===== config.mk =====
export PLATFORM = sky130hd
export DESIGN_NAME = double_float_remainder_flat
export DESIGN_NICKNAME = d
export VERILOG_FILES = /design/src/rtl/dfrem_pkg.sv /design/src/rtl/dfrem_if.sv /design/src/rtl/dfrem_front.sv /design/src/rtl/dfrem_back.sv /design/src/rtl/double_float_remainder.sv /design/src/flat_wrapper.sv
export SDC_FILE = /design/constraint.sdc
export NUM_CORES = 1
export LEC_CHECK = 0
export ABC_AREA = 1
export BUFFER_PORTS_ARGS = -buffer_cell sky130_fd_sc_hd__buf_2
export CELL_PAD_IN_SITES_DETAIL_PLACEMENT = 1
export CELL_PAD_IN_SITES_GLOBAL_PLACEMENT = 2
export CORE_AREA = 2 2 309 311
export CTS_BUF_LIST = sky130_fd_sc_hd__clkbuf_4 sky130_fd_sc_hd__clkbuf_8
export DETAILED_ROUTE_END_ITERATION = 8
export DIE_AREA = 0 0 311 313
export HOLD_SLACK_MARGIN = 0.08
export PLACE_DENSITY = 0.92
export SETUP_SLACK_MARGIN = 0.4
export SYNTH_ARGS = -nofsm -noshare
export SYNTH_HDL_FRONTEND = slang
export SYNTH_SLANG_ARGS = --single-unit

===== constraint.sdc =====
create_clock -name clk -period 11.07 [get_ports clk]
set_clock_uncertainty 0.1 [all_clocks]
set_input_delay 1.107 -clock clk [delete_from_list [all_inputs] [get_ports clk]]
set_output_delay 1.107 -clock clk [all_outputs]
set_load 0.005 [all_outputs]

===== src/rtl/dfrem_pkg.sv =====
// ----------------------------------------------------------------------------
// dfrem_pkg
// shared types and constants for the double remainder block
// ----------------------------------------------------------------------------
package dfrem_pkg;

  localparam int unsigned WordW  = 64;
  localparam int unsigned FracW  = 52;
  localparam int unsigned ExpW   = 11;
  localparam int unsigned SigW   = 53;
  localparam int unsigned QDepth = 2;

  localparam logic [ExpW-1:0]  ExpAllOnes = 11'h7ff;
  localparam logic [WordW-1:0] NanReset   = 64'h7ff8_0000_0000_0000;
  localparam logic [SigW-1:0]  HiddenBit  = 53'h10_0000_0000_0000;

  // job handed from the classifier to the divider
  typedef struct packed {
    logic             bypass;
    logic             dom_err;
    logic [WordW-1:0] value;
    logic             sign;
    logic [SigW-1:0]  mx;
    logic [ExpW-1:0]  ex;
    logic [SigW-1:0]  my;
    logic [ExpW-1:0]  ey;
  } job_t;

  typedef enum logic [1:0] {
    ST_IDLE,
    ST_DIV,
    ST_NORM,
    ST_DONE
  } div_state_t;

endpackage


===== src/rtl/dfrem_if.sv =====
// ----------------------------------------------------------------------------
// dfrem_if
// valid/ready channel interfaces
// ----------------------------------------------------------------------------
interface dfrem_in_if;
  logic        valid;
  logic        ready;
  logic [63:0] dividend_bits;
  logic [63:0] divisor_bits;
  modport source (output valid, dividend_bits, divisor_bits, input ready);
  modport sink (input valid, dividend_bits, divisor_bits, output ready);
endinterface

interface dfrem_out_if;
  logic        valid;
  logic        ready;
  logic [63:0] remainder_bits;
  logic        domain_error;
  modport source (output valid, remainder_bits, domain_error, input ready);
  modport sink (input valid, remainder_bits, domain_error, output ready);
endinterface

interface dfrem_cfg_if;
  logic        valid;
  logic        ready;
  logic [63:0] nan_pattern;
  modport source (output valid, nan_pattern, input ready);
  modport sink (input valid, nan_pattern, output ready);
endinterface


===== src/rtl/dfrem_front.sv =====
// ----------------------------------------------------------------------------
// dfrem_front
// classifies operands and queues jobs for the divider
// ----------------------------------------------------------------------------
module dfrem_front
  import dfrem_pkg::*;
(
  input  logic        clk,
  input  logic        rst_n,
  dfrem_in_if.sink    in_ch,
  input  logic [WordW-1:0] nan_pat,
  output logic        job_valid,
  input  logic        job_take,
  output job_t        job
);

  job_t q_r [QDepth];
  logic rd_r, wr_r;
  logic [1:0] cnt_r;

  logic [WordW-1:0] x, y, ax, ay;
  logic [ExpW-1:0] bx, by;
  logic x_inf, y_nan, y_zero, bad;
  job_t nj;

  assign x  = in_ch.dividend_bits;
  assign y  = in_ch.divisor_bits;
  assign ax = {1'b0, x[WordW-2:0]};
  assign ay = {1'b0, y[WordW-2:0]};
  assign bx = x[WordW-2:FracW];
  assign by = y[WordW-2:FracW];

  always_comb begin
    x_inf  = (bx == ExpAllOnes);
    y_nan  = (by == ExpAllOnes) && (y[FracW-1:0] != '0);
    y_zero = (ay == '0);
    bad    = x_inf || y_nan || y_zero;
    nj.dom_err = bad;
    nj.bypass  = bad || (ax < ay);
    nj.value   = bad ? nan_pat : x;
    nj.sign    = x[WordW-1];
    nj.mx = {(bx != '0), x[FracW-1:0]};
    nj.ex = (bx == '0) ? ExpW'(1) : bx;
    nj.my = {(by != '0), y[FracW-1:0]};
    nj.ey = (by == '0) ? ExpW'(1) : by;
  end

  assign in_ch.ready = (cnt_r != 2'(QDepth));
  assign job_valid   = (cnt_r != '0);
  assign job         = q_r[rd_r];

  always_ff @(posedge clk) begin
    if (in_ch.valid && in_ch.ready) begin
      q_r[wr_r] <= nj;
    end
  end

  always_ff @(posedge clk) begin
    if (!rst_n) begin
      rd_r  <= 1'b0;
      wr_r  <= 1'b0;
      cnt_r <= '0;
    end else begin
      if (in_ch.valid && in_ch.ready) wr_r <= ~wr_r;
      if (job_take) rd_r <= ~rd_r;
      cnt_r <= cnt_r + 2'(in_ch.valid && in_ch.ready) - 2'(job_take);
    end
  end

`ifndef SYNTHESIS
  a_no_under: assert property (@(posedge clk) disable iff (!rst_n)
    job_take |-> job_valid) else $error("take from empty queue");
  a_cnt_max: assert property (@(posedge clk) disable iff (!rst_n)
    cnt_r <= 2'(QDepth)) else $error("queue overflow");
  a_ready: assert property (@(posedge clk) disable iff (!rst_n)
    (cnt_r == 2'(QDepth)) |-> !in_ch.ready) else $error("ready when full");
`endif

endmodule


===== src/rtl/dfrem_back.sv =====
// ----------------------------------------------------------------------------
// dfrem_back
// shift-subtract divider, normaliser and result register
// ----------------------------------------------------------------------------
module dfrem_back
  import dfrem_pkg::*;
(
  input  logic        clk,
  input  logic        rst_n,
  input  logic        job_valid,
  output logic        job_take,
  input  job_t        job,
  dfrem_out_if.source out_ch
);

  div_state_t st_r, st_nxt;
  logic [WordW-1:0] mx_r;
  logic [SigW-1:0]  my_r;
  logic [ExpW-1:0]  ex_r, ey_r;
  logic             sign_r;
  logic [WordW-1:0] res_r;
  logic             err_r;

  logic [WordW-1:0] my_ext;
  logic [WordW-1:0] sub;
  logic             ge;
  logic             hid;
  logic             out_free;

  assign my_ext = {{(WordW-SigW){1'b0}}, my_r};
  assign ge  = (mx_r >= my_ext);
  assign sub = ge ? (mx_r - my_ext) : mx_r;
  assign hid = (mx_r[WordW-1:FracW] != '0);
  assign out_free = !out_ch.valid || out_ch.ready;

  always_comb begin
    st_nxt = st_r;
    case (st_r)
      ST_IDLE: if (job_valid) st_nxt = job.bypass ? ST_DONE : ST_DIV;
      ST_DIV:  if (ex_r == ey_r) st_nxt = ST_NORM;
      ST_NORM: if (mx_r == '0 || hid || ex_r == ExpW'(1)) st_nxt = ST_DONE;
      ST_DONE: if (out_free) st_nxt = ST_IDLE;
      default: st_nxt = ST_IDLE;
    endcase
  end

  always_comb begin
    job_take = (st_r == ST_IDLE) && job_valid;
  end

  always_ff @(posedge clk) begin
    case (st_r)
      ST_IDLE: begin
        mx_r   <= {{(WordW-SigW){1'b0}}, job.mx};
        my_r   <= job.my;
        ex_r   <= job.ex;
        ey_r   <= job.ey;
        sign_r <= job.sign;
        res_r  <= job.value;
        err_r  <= job.dom_err;
      end
      ST_DIV: begin
        if (ex_r == ey_r) begin
          mx_r <= sub;
        end else begin
          mx_r <= {sub[WordW-2:0], 1'b0};
          ex_r <= ex_r - ExpW'(1);
        end
      end
      ST_NORM: begin
        if (mx_r == '0) begin
          res_r <= {sign_r, 63'd0};
        end else if (hid) begin
          res_r <= {sign_r, ex_r, mx_r[FracW-1:0]};
        end else if (ex_r == ExpW'(1)) begin
          res_r <= {sign_r, 11'd0, mx_r[FracW-1:0]};
        end else begin
          mx_r <= {mx_r[WordW-2:0], 1'b0};
          ex_r <= ex_r - ExpW'(1);
        end
      end
      default: ;
    endcase
  end

  always_ff @(posedge clk) begin
    if (!rst_n) begin
      st_r         <= ST_IDLE;
      out_ch.valid <= 1'b0;
    end else begin
      st_r <= st_nxt;
      if (st_r == ST_DONE && out_free) out_ch.valid <= 1'b1;
      else if (out_ch.ready) out_ch.valid <= 1'b0;
    end
  end

  always_ff @(posedge clk) begin
    if (st_r == ST_DONE && out_free) begin
      out_ch.remainder_bits <= res_r;
      out_ch.domain_error   <= err_r;
    end
  end

`ifndef SYNTHESIS
  a_div_exp: assert property (@(posedge clk) disable iff (!rst_n)
    (st_r == ST_DIV) |-> (ex_r >= ey_r)) else $error("exponent underran divisor");
  a_out_hold: assert property (@(posedge clk) disable iff (!rst_n)
    (out_ch.valid && !out_ch.ready) |=> out_ch.valid) else $error("stalled item dropped");
  a_take: assert property (@(posedge clk) disable iff (!rst_n)
    job_take |=> (st_r != ST_IDLE)) else $error("take lost");
`endif

endmodule


===== src/rtl/double_float_remainder.sv =====
// ----------------------------------------------------------------------------
// double_float_remainder
// exact binary64 fmod with configurable nan result
// ----------------------------------------------------------------------------
// channel | dir | payload
// in_     | in  | dividend_bits, divisor_bits
// out_    | out | remainder_bits, domain_error
// cfg_    | in  | nan_pattern
// a bypassed item goes from idle straight to done; any other item runs the
// one-bit-a-cycle shift-subtract loop and then the normaliser
// a two-entry job queue lets input be taken while the divider works
// reset clears queue, state and output valid; nan pattern resets to quiet nan
// a stalled output holds its item and the divider waits
module double_float_remainder
  import dfrem_pkg::*;
(
  input  logic        clk,
  input  logic        rst_n,
  dfrem_in_if.sink    in_ch,
  dfrem_out_if.source out_ch,
  dfrem_cfg_if.sink   cfg_ch
);

  logic [WordW-1:0] nan_r;
  logic job_valid, job_take;
  job_t job;

  assign cfg_ch.ready = 1'b1;

  always_ff @(posedge clk) begin
    if (!rst_n) nan_r <= NanReset;
    else if (cfg_ch.valid) nan_r <= cfg_ch.nan_pattern;
  end

  dfrem_front u_front (
    .clk, .rst_n, .in_ch, .nan_pat(nan_r), .job_valid, .job_take, .job
  );

  dfrem_back u_back (
    .clk, .rst_n, .job_valid, .job_take, .job, .out_ch
  );

endmodule


===== src/flat_wrapper.sv =====
// flat-port wrapper written by rule: the top's interface ports become plain ports
module double_float_remainder_flat import dfrem_pkg::*;
  (clk, rst_n, in_ch_valid, in_ch_dividend_bits, in_ch_divisor_bits, in_ch_ready, out_ch_valid, out_ch_remainder_bits, out_ch_domain_error, out_ch_ready, cfg_ch_valid, cfg_ch_nan_pattern, cfg_ch_ready);
  dfrem_in_if in_ch_i ();
  dfrem_out_if out_ch_i ();
  dfrem_cfg_if cfg_ch_i ();
  input  logic clk;
  input  logic rst_n;
  input wire logic [$bits(in_ch_i.valid)-1:0] in_ch_valid;
  input wire logic [$bits(in_ch_i.dividend_bits)-1:0] in_ch_dividend_bits;
  input wire logic [$bits(in_ch_i.divisor_bits)-1:0] in_ch_divisor_bits;
  output wire logic [$bits(in_ch_i.ready)-1:0] in_ch_ready;
  output wire logic [$bits(out_ch_i.valid)-1:0] out_ch_valid;
  output wire logic [$bits(out_ch_i.remainder_bits)-1:0] out_ch_remainder_bits;
  output wire logic [$bits(out_ch_i.domain_error)-1:0] out_ch_domain_error;
  input wire logic [$bits(out_ch_i.ready)-1:0] out_ch_ready;
  input wire logic [$bits(cfg_ch_i.valid)-1:0] cfg_ch_valid;
  input wire logic [$bits(cfg_ch_i.nan_pattern)-1:0] cfg_ch_nan_pattern;
  output wire logic [$bits(cfg_ch_i.ready)-1:0] cfg_ch_ready;
  assign in_ch_i.valid = in_ch_valid;
  assign in_ch_i.dividend_bits = in_ch_dividend_bits;
  assign in_ch_i.divisor_bits = in_ch_divisor_bits;
  assign in_ch_ready = in_ch_i.ready;
  assign out_ch_valid = out_ch_i.valid;
  assign out_ch_remainder_bits = out_ch_i.remainder_bits;
  assign out_ch_domain_error = out_ch_i.domain_error;
  assign out_ch_i.ready = out_ch_ready;
  assign cfg_ch_i.valid = cfg_ch_valid;
  assign cfg_ch_i.nan_pattern = cfg_ch_nan_pattern;
  assign cfg_ch_ready = cfg_ch_i.ready;
  double_float_remainder u_core (.clk(clk), .rst_n(rst_n), .in_ch(in_ch_i), .out_ch(out_ch_i), .cfg_ch(cfg_ch_i));
endmodule

Word-level counts from Yosys, hierarchy flattened
Memories as Yosys holds them, arrays and structs flattened. A register that Yosys moved wholly into a read port is not among the register bits.
Index checks and enable logic that the tools add are counted.

cells by class
  bitwise logic cells = 2
  reductions and logical operators = 29
  magnitude comparators = 2
  equal/unequal tests = 18
  $add $sub $neg = 4
  muxes and demuxes = 30

operators with widths
  operator                                               count
  two-way mux 64 bit                                     9
  one-hot mux 64 bit (3 select lines)                    1
  logical NOT 64 bit                                     2
  one-hot mux 64 bit (2 select lines)                    1
  two-way mux 11 bit                                     6
  greater-or-equal comparator 64 x 53 -> 1 bit           1
  subtractor 64 x 53 -> 64 bit                           1
  < comparator 63 bit                                    1
  nonzero test 52 bit                                    1
  one-hot mux 11 bit (3 select lines)                    1
  equality test 11 bit (second input constant)           2
  logical NOT 11 bit                                     2
  nonzero test 11 bit                                    2
  != test 2 bit (second input constant)                  9
  nonzero test 12 bit                                    1
  equality test 11 x 1 -> 1 bit (second input constant)  1
  equality test 11 bit                                   1
  subtractor 11 x 1 -> 11 bit (second input constant)    1
  two-way mux 2 bit                                      5
  AND reduction 5 bit                                    2
  one-hot mux 2 bit (4 select lines)                     1
  AND reduction 4 bit                                    2
  logical OR 1 bit                                       6
  two-way mux 1 bit                                      6
  13 further kinds                                       20

word-level totals
  memories = 1
  output and inout bits = 68
  bits of input ports = 197
  register bits after elaboration = 341
  bits in writable memories = 390
  logic and storage cells = 102

memories
  name                depth  bits a word  read ports  clocked after memory_dff  wr ports  line               source
  u_core.u_front.q_r  2      195          1           1                         1         dfrem_front.sv:17  job_t q_r [QDepth];

Longest topological paths before layout
  word-level depth = 5
  gate-level depth with buffers = 22
  mapped depth without buffers = 21

Modules after synthesis
A second synthesis with hierarchy kept.

unflattened totals
  cell total of the unflattened synthesis = 4044
  area, all modules = 37992.7 um^2

modules (own cells, without submodules)
  module                  cells each  instances  sequential area each (um^2)  area each (um^2)
  dfrem_back              2400        1          8167.8                       18042.3
  dfrem_front             1260        1          11811.3                      17391.7
  double_float_remainder  384         1          1281.2                       2558.7

Worst setup path after synthesis
Ideal clock, no wire load.

  path type = input to register
  start point = input in_ch_valid
  end point = memory u_core.u_front.q_r[1][0] in the netlist's numbering (enable)
  setup time = 0.754 ns
  stages on the path = 2
  buffers on the path = 0
  data arrival time = 9.307 ns
  setup slack = 0.908 ns
  data required time = 10.216 ns
  cells stage by stage = nand2_1 -> nor2_1

on the way
  longest elaborated chain between the ends = 3

ends and longest elaborated chain
  what                                     line               source
  start, declared                          flat_wrapper.sv:9  input wire logic [$bits(in_ch_i.valid)-1:0] in_ch_valid;
  logical AND 1 bit                        dfrem_front.sv:53  if (in_ch.valid && in_ch.ready) begin
  two-way mux 1 bit                        dfrem_front.sv:53
  two-way mux 1 bit (not written as such)  dfrem_front.sv:54  q_r[wr_r] <= nj;
  end, declared                            dfrem_front.sv:17

No other way between the ends.

Worst setup path in the final report
  start point = register u_core.u_back.mx_r[0]
  end point = register u_core.u_back.mx_r[2], data pin

on the way
  longest elaborated chain between the ends = 4
  elaborated cells on any way between the ends = 5
  classes of those cells = 1 x add/sub; 1 x order compare; 3 x mux

ends and longest elaborated chain
  what                                                                                                 line                                source
  start, declared                                                                                      dfrem_back.sv:17                    logic [WordW-1:0] mx_r;
  start signal, assigned                                                                               dfrem_back.sv:54                    mx_r <= {{(WordW-SigW){1'b0}}, job.mx};
  start signal, assigned                                                                               dfrem_back.sv:64                    mx_r <= sub;
  start signal, assigned                                                                               dfrem_back.sv:66                    mx_r <= {sub[WordW-2:0], 1'b0};
  subtractor 64 x 53 -> 64 bit / greater-or-equal comparator 64 x 53 -> 1 bit (equally long branches)  dfrem_back.sv:32, dfrem_back.sv:31
  two-way mux 64 bit *                                                                                 dfrem_back.sv:32                    assign sub = ge ? (mx_r - my_ext) : mx_r;
  two-way mux 64 bit *                                                                                 dfrem_back.sv:63                    if (ex_r == ey_r) begin
  one-hot mux 64 bit (3 select lines) *                                                                dfrem_back.sv:52                    case (st_r)

Mark *: on every way between the ends. The rest lies on a longest branch, timed or not. The select of a mux whose other input is x is not followed.
A chain may end at the register's enable or synchronous reset.

==> impl_metrics.py <==
metrics = {
    "synthesis": {
        "synth-edff-count": 660,
        "synth_seq_cells": 732,
        "netlist_instances": 3991,
        "syn_area_per_cell_sq_um": 9.10,
        "yosys.area.top_type": "edfxtp_1",
        "syn-cell-area_sq_um": 36300,
        "synthFlopType": "edfxtp_1",
        "yosys_warnings": 0,
        "synth_commonest_cells": "1212 x nand2_1, 660 x edfxtp_1, 480 x inv_1",
        "synth.area.top_cells": "edfxtp_1 55%, nand2_1 13%, inv_1 5.0%",
        "syn_nets": 4313,
        "async_reset_ff_frac": 0,
        "yosys.area.top_type_share": 0.546,
        "yosysSeqAreaShare": 0.585,
        "synth_cell_types": 58,
        "yosysMostFrequentCell": "nand2_1",
    },
    "worst_setup_path": {
        "crit_slowest_cell": "buf_4",
        "arrival_ns": 5.42,
        "worstSetupEndpointType": "flip-flop",
        "r2r-end": "u_core.u_back.mx_r[2]",
        "crit_chain": "inv_1 -> ha_1 -> fa_1 -> inv_1 -> nand3_1 -> nand2_2 -> nand2_2 -> nand2_2 -> nand2_1 -> nand2_1 -> nand2_1 -> nand2_2 -> nand2_1 -> nand3_4 -> buf_4 -> buf_4 -> inv_2 -> nand2_1 -> nand2_1 -> o21ai_1 -> nand2_1 -> nand2_1",
        "cp_top_family": "simple AND/OR/NAND/NOR gates",
        "r2r_start": "u_core.u_back.mx_r[0]",
        "rr_worst_depth": 22,
        "cpMostUsedCell": "nand2_1",
        "path_max_fanout": 47,
        "crit_cells": 22,
        "cp.required_ns": 11.61,
        "crit_type": "flip-flop to flip-flop",
        "slowest_delay_ns": 0.54,
        "r2r_setup_slack_ns": 6.18,
        "cp-start-kind": "flip-flop",
        "worst-path-buf-inv": 5,
    },
    "hold_path": {
        "min_from": "u_core.u_back.res_r[42]",
        "min_to": "u_core.u_back.out_ch.remainder_bits[42]",
        "whs_path_depth": 0,
        "hp-class": "flip-flop to flip-flop",
    },
    "sta": {
        "setup_violations": 0,
        "max_freq_ghz": 0.205,
        "hold_viol": 0,
        "fin_crit_sh": 0.442,
        "maxSlewHeadroom": 0.210,
        "finalSetupTns_ns": 0,
        "rsz0062_at_grt": "no",
        "final_max_slew_viol_count": 0,
        "period_minus_slack_ns": 4.89,
        "fin_ws_ns": 6.18,
        "worst-slew-pin-transition_ns": 1.16,
    },
    "global_route": {
        "grt_overflow": 0,
        "first_global_vias": 30380,
        "grt_first_pass_wirelength_um": 184000,
        "grtUsageTotal": 0.250,
        "grt_max_degree": 73,
        "antenna_found_initial": 23,
    },
    "placement": {
        "place_congestion": 0.958,
        "place_area_sq_um": 38800,
        "pre_cts_ws_ns": 5.72,
        "port_buffers": 262,
        "dp_hpwl_um": 88100,
        "place_inst": 5395,
    },
    "floorplanning": {
        "die_area_sq_um": 97300,
        "coreArea_sq_um": 94200,
        "core.rowCount": 113,
        "die_y_um": 313,
        "die_w_um": 311,
        "initial_utilization": 0.386,
        "io_pins": 265,
    },
    "detailed_routing": {
        "via_count": 29203,
        "antenna_left": 0,
        "drtIter0Drc": 2307,
        "routed_wl_um": 124000,
        "via_per_inst": 5.19,
        "drc": 0,
        "dr.pass1.iters": 6,
        "wire_per_inst_um": 22.0,
    },
    "finish": {
        "final_util": 0.439,
        "drive_above_1_share": 0.126,
        "final_cells": 5627,
        "nets": 4571,
        "fill_cells": 11116,
        "final_area_sq_um": 41400,
        "area_growth_pct": 13.9,
    },
    "clock_tree": {
        "ctsResizeCount": 0,
        "cts_buffers": 117,
        "cts_tree": "built",
        "numClockSinks": 732,
        "post_cts_buffers": 0,
        "clockRootBuffer": "clkbuf_8",
        "clock_latency_ns": 0.79,
        "htreeDepth": 3,
        "cts_buffer_depth": 3,
        "clkTransAtPathRegs_ns": 0.07,
        "holdBufCountCts": 0,
    },
    "pwr": {
        "vdd_drop_max_v": 0.000195,
        "cellPowerDensity_nw_per_um2": 306,
        "p_leak_nw": 18.1,
    },
    "run": {
        "drv_cap": 0,
    },
    "outcome": {
        "status": "finished clean",
    },
}
## registers in the layout (all words and copies together) (netlist names), named ones only
| name | cells |
|---|---|
| u_core.u_back.mx_r | 64 |
| u_core.u_back.ex_r | 11 |
| u_core.u_back.sign_r | 1 |
| u_core.u_back.out_ch.domain_error | 1 |
| u_core.u_front.q_r | 390 |
| u_core.u_back.my_r | 53 |
| u_core.u_back.ey_r | 11 |
| u_core.u_back.res_r | 64 |
| u_core.u_front.wr_r | 1 |
| u_core.nan_r | 64 |
| u_core.u_back.out_ch.remainder_bits | 64 |
| u_core.u_back.out_ch.valid | 1 |
| u_core.u_back.err_r | 1 |
| u_core.u_back.st_r | 2 |
| u_core.u_front.rd_r | 1 |
| u_core.u_front.cnt_r | 2 |
## layout make-up
cell class | instances | area, sq um | area share
flip-flops and latches | 732 | 21300 | 0.514
diodes | 8 | 20.0 | 0.000484
multi-input cells | 2612 | 12600 | 0.304
inverters | 495 | 1860 | 0.0450
well taps | 1265 | 1580 | 0.0383
repair buffers | 291 | 1530 | 0.0370
clock inverters | 50 | 403 | 0.00974
clock buffers | 174 | 2130 | 0.0514
## power by group
part	internal [W]	total, W	leakage [nW]	switching, W
Combinational	0.00165	0.00581	9.84	0.00417
Sequential	0.00397	0.00433	6.93	0.000365
Clock	0.00136	0.00250	1.35	0.00114
Total	0.00697	0.0126	18.1	0.00568
## routing by layer
layer,GRT usage,part of all wire,vias up
met2,0.400,0.46,902
li1,-,-,13724
met4,0.0998,0.032,18
met3,0.0490,0.070,223
met5,0,0.00091,-
met1,0.336,0.44,14336
## worst register-to-register path, delay by kind of cell (launching register included)
kind | cells | cell delay (ns)
simple gates | 14 | 1.81
buf+inv | 5 | 1.60
fa+ha+maj | 2 | 0.68
flops | 1 | 0.43
compound gates | 1 | 0.14
## layout by cell type (no fill, tap or decap), drive strengths merged, types with 3 or more instances in the layout
master and count:
a21oi 96, and2 4, and3 4, buf 291, bufinv 5, clkbuf 174, clkinv 40, dfxtp 72
diode 8, edfxtp 660, ha 124, inv 499, nand2 1218, nand3 163, nand3b 14, nand4 44
nor2 423, nor3 29, nor4 25, o211ai 4, o21ai 353, o21bai 10, o221ai 3, o22ai 14
or2 13, xnor2 38, xor2 13
## worst max-delay path by stage
stage                           start                          to  slack [ns]
2_1_floorplan             in_ch_valid    u_core.u_front.q_r[1][0]        0.91
4_1_cts         u_core.u_back.mx_r[0]      u_core.u_back.mx_r[36]        6.17
6_report        u_core.u_back.mx_r[0]       u_core.u_back.mx_r[2]        6.18
3_5_place_dp   in_ch_divisor_bits[31]  u_core.u_front.q_r[1][147]        5.72
3_3_place_gp   in_ch_divisor_bits[31]  u_core.u_front.q_r[0][150]        5.81
5_1_grt         u_core.u_back.mx_r[0]      u_core.u_back.mx_r[36]        5.86
## kinds of logic after synthesis
kind of cell               Yosys count  synth area share
DFF                                732             0.585
buffers and inverters              647            0.0696
AOI/OAI and AO/OA                  496            0.0715
adders and majority gates          125            0.0433
and+or+nand+nor                   1939             0.218
other                                1          0.000103
xor gates and xnor gates            51            0.0123
## through the flow
stage / total power (W) / hold WS [ns]
5_1_grt: 0.0135 / 0.325
2_1_floorplan: 0.00818 / 0.300
4_1_cts: 0.0127 / 0.316
6_report: 0.0126 / 0.313
3_3_place_gp: 0.00996 / 0.302
3_5_place_dp: 0.0101 / 0.306
Note: power is estimated with default switching activity, not from simulation.
